--- config.mk ---
export PLATFORM = sky130hd
export DESIGN_NAME = ffha_decode
export DESIGN_NICKNAME = d
export VERILOG_FILES = /design/src/rtl/core/ffha_pkg.sv /design/src/rtl/core/ffha_decode.sv
export SDC_FILE = /design/constraint.sdc
export NUM_CORES = 1
export LEC_CHECK = 0
export BUFFER_PORTS_ARGS = -buffer_cell sky130_fd_sc_hd__buf_2
export CORE_AREA = 2 2 39 41
export DETAILED_ROUTE_END_ITERATION = 10
export DIE_AREA = 0 0 41 43
export GPL_TIMING_DRIVEN = 0
export PLACE_DENSITY = 0.84
export SKIP_LAST_GASP = 1
export SYNTH_ARGS = -nofsm -noshare
export SYNTH_HDL_FRONTEND = slang
export SYNTH_SLANG_ARGS = --single-unit
--- constraint.sdc ---
create_clock -name vclk -period 2
set_clock_uncertainty 0.1 [all_clocks]
set_input_delay 0.4 -clock vclk [all_inputs]
set_output_delay 0.4 -clock vclk [all_outputs]
set_load 0.01 [all_outputs]
--- src/rtl/core/ffha_pkg.sv ---
// Shared types and constants for the first-fit heap allocator.
// No dependencies; every other file in rtl/core uses this package.
`default_nettype none
package ffha_pkg;

  localparam int GranW   = 12;             // granule index width
  localparam int LenW    = 13;             // block length width, holds the whole heap
  localparam int AddrW   = 6;              // free table address width
  localparam int CountW  = 7;              // free table fill count width
  localparam int TotW    = 17;             // byte total width
  localparam int HdrW    = LenW + 1;

  localparam logic [LenW-1:0]   HeapGranules   = 13'd4096;
  localparam logic [CountW-1:0] MaxFreeEntries = 7'd64;
  localparam logic [GranW-1:0]  LastGranule    = 12'd4095;
  localparam logic [3:0]        HdrOffset      = 4'd8;

  localparam logic CmdAlloc = 1'b0;
  localparam logic CmdFree  = 1'b1;

  localparam logic [2:0] StOk     = 3'd0;
  localparam logic [2:0] StZero   = 3'd1;
  localparam logic [2:0] StNoFit  = 3'd2;
  localparam logic [2:0] StDouble = 3'd3;
  localparam logic [2:0] StBad    = 3'd4;

  typedef struct packed {
    logic        cmd;
    logic [15:0] req_bytes;
    logic [15:0] user_offset;
  } in_t;

  typedef struct packed {
    logic [15:0]       result_offset;
    logic [2:0]        status;
    logic [TotW-1:0]   used_bytes;
    logic [TotW-1:0]   avail_bytes;
    logic [CountW-1:0] free_blocks;
  } out_t;

  typedef struct packed {
    logic [GranW-1:0] start;
    logic [LenW-1:0]  len;
  } entry_t;

  typedef struct packed {
    logic             zero_size;
    logic [LenW-1:0]  need;
    logic             align_ok;
    logic [GranW-1:0] granule;
  } dec_t;

endpackage
`default_nettype wire

--- src/rtl/core/ffha_decode.sv ---
// Request decode: block size in granules and pointer checks.
// Depends on ffha_pkg.
`default_nettype none
module ffha_decode (
  input  wire  logic [15:0]   req_bytes_i,
  input  wire  logic [15:0]   user_offset_i,
  output ffha_pkg::dec_t      dec_o
);

  logic [16:0] padded;

  // Size plus the 8-byte header, rounded up to whole granules.
  assign padded = {1'b0, req_bytes_i} + 17'd23;

  assign dec_o.zero_size = (req_bytes_i == 16'd0);
  assign dec_o.need      = padded[16:4];
  assign dec_o.align_ok  = (user_offset_i[3:0] == ffha_pkg::HdrOffset);
  assign dec_o.granule   = user_offset_i[15:4];

endmodule
`default_nettype wire

==> metrics.cfg <==
[route]
drt-pass1-iter-count=4
top_layer_used=met3
drc=0
wl_per_cell_um=9.43
drt-initial-drc-count=3
drt-met1-wl_um=389
wl_met2_um=554
vias=527
dr_wl_met3_um=160
postRouteAntennaNets=0
routed_wirelength_um=1100
via_per_inst=4.50

[pwr]
power.density_nw_per_um2=207
p_switching_uw=65.0
vdd_drop_max_mv=0.0767
leakage_uw=0.000366
seqPwrFrac_pct=0
internal-power_uw=75.7
swShare_pct=46.2
p_total_uw=141
clock_power_share_pct=0
power_frac_comb_pct=100.0

[grt]
first_global_vias=457
grt_overflow=0
groute.usage.overall_pct=12.6
antenna_found_initial=0
grt_pass1_wl_um=1690
grt_max_degree=7

[synth]
synth_top_cell_by_area=buf_4
synth_area_leaders=buf_4 26%, xnor2_1 15%, xor2_1 15%, nand4_1 7.1%, nor2_1 6.4%
syn_nets=84
ys_types=17
synthCells=52
netlist_top_cells_count=12 x buf_4, 6 x nor2_1, 6 x xnor2_1, 6 x xor2_1, 4 x nand4_1
ys_seq_area_share_pct=0
yosysMostFrequentCell=buf_4
avgSynthCellArea_um2=6.79
netlist.area_leader.share_pct=25.5
yosys_warnings=0
syn_area_um2=353

[setup_path]
crit_fanout=5
worst_ep_required_time_ns=1.50
endpoint_kind=output port
crit_arrival_ns=1.55
crit_type=in -> out
start_kind=input port

[cells_and_area]
regArea_um2=0
layout-drive-gt1-share_pct=66.3
area.growth.synth_to_final_pct=92.9
n_fill_cell=144
finalNetCount=135
n_clock_buffer=0
multi_input_area_um2=283
diodes=0
nFlopsAndLatches=0

[outcome]
failed_checks=negative setup slack
status=finished with violations

[clock_tree]
ctsHoldBuffers=0

[hold_path]
hold_end=dec_o[8]
hold_class=in -> out
whs_path_depth=2
min_from=user_offset_i[12]

[job]
drv_cap=0

[timing]
layout_min_cycle_time_ns=2.05
worst_slew_pin_slew_ns=0.275
setup_ws_ns=-0.0530
drv_slew=0
rsz0062_at_grt=yes
hold_viol_final=0
relSlewSlack_pct=81.7
fmax_ghz=0.487
post-route-period-util_pct=103
setup_viol=3

[floorplan]
die_h_um=43
die_area_um2=1760
pin_count=59
die_w_um=41
core_area_um2=1380
initial_core_util_pct=25.5
fp-row-count=14

[placed_design]
dp_hpwl_um=984
gp_congestion=0.812
port_buffers=47
post-place-ws_ns=-0.259

[timing repair]
item	in CTS	in global routing
pin swaps	4	1
setup endpoints to repair	11	12
resized for setup	8	2
setup buffers	2	1
[kinds of logic after synthesis]
logic type	Yosys count	share of synthesized area [%]
buf+inv	15	29.1
compound gates	2	5.32
xor+xnor	12	29.8
simple gates	23	35.8
[worst max-delay path, stage by stage]
cell	delay, ns
buf_6	0.09
o31a_4	0.36
or2_4	0.26
and3_4	0.18
xor2_1	0.13
buf_2	0.13
[area by class of cell]
type / instances / share of cell area (%)
multi-input cells: 37 / 41.5
repair buffers: 50 / 41.2
plain buffers: 12 / 13.2
well taps: 16 / 2.94
inverters: 2 / 1.10
[worst max-delay path by stage]
stage	startpoint	endpoint	slack (ns)	cells after the start
final	req_bytes_i[0]	dec_o[23]	-0.05	6
after global placement	req_bytes_i[2]	dec_o[22]	-0.22	6
after global routing	req_bytes_i[0]	dec_o[18]	-0.1	6
after floorplan	req_bytes_i[2]	dec_o[21]	0.03	4
after CTS	req_bytes_i[0]	dec_o[22]	-0.06	6
after detailed placement	req_bytes_i[2]	dec_o[22]	-0.26	6
[layer usage]
layer  up-vias  global-route usage [%]
li1        267                       -
met1       223                    14.9
met2        37                    23.8
met3         0                    1.57
met4         0                       0
met5         -                       0
[layout by cell type (no fill, tap or decap), drive strengths merged]
cell type  count
or2            1
nor2           6
nand3          2
and3           2
nor4           3
nand4          4
nor3           2
inv            2
xor2           6
buf           62
xnor2          6
nand2          2
nor4b          1
o2111ai        1
o31a           1
[power groups by stage]
stage / Combinational, uW / Clock, uW / Sequential, uW
2_1_floorplan: 64.0 / 0 / 0
3_3_place_gp: 125 / 0 / 0
3_5_place_dp: 127 / 0 / 0
4_1_cts: 137 / 0 / 0
5_1_grt: 155 / 0 / 0
6_report: 141 / 0 / 0
[metrics by stage]
stage	instances	hold WS [ns]	setup TNS [ns]	area, um2	util, %
finish	117	0.882	-0.105	681	49.2
detailed placement	115	0.884	-1.94	608	43.9
global route	117	0.887	-0.624	681	49.2
floorplan	52	0.750	0	353	-
global placement	115	0.884	-1.54	608	43.9
CTS	116	0.883	-0.350	658	47.6
No activity file was read; power rests on OpenSTA's default activity.
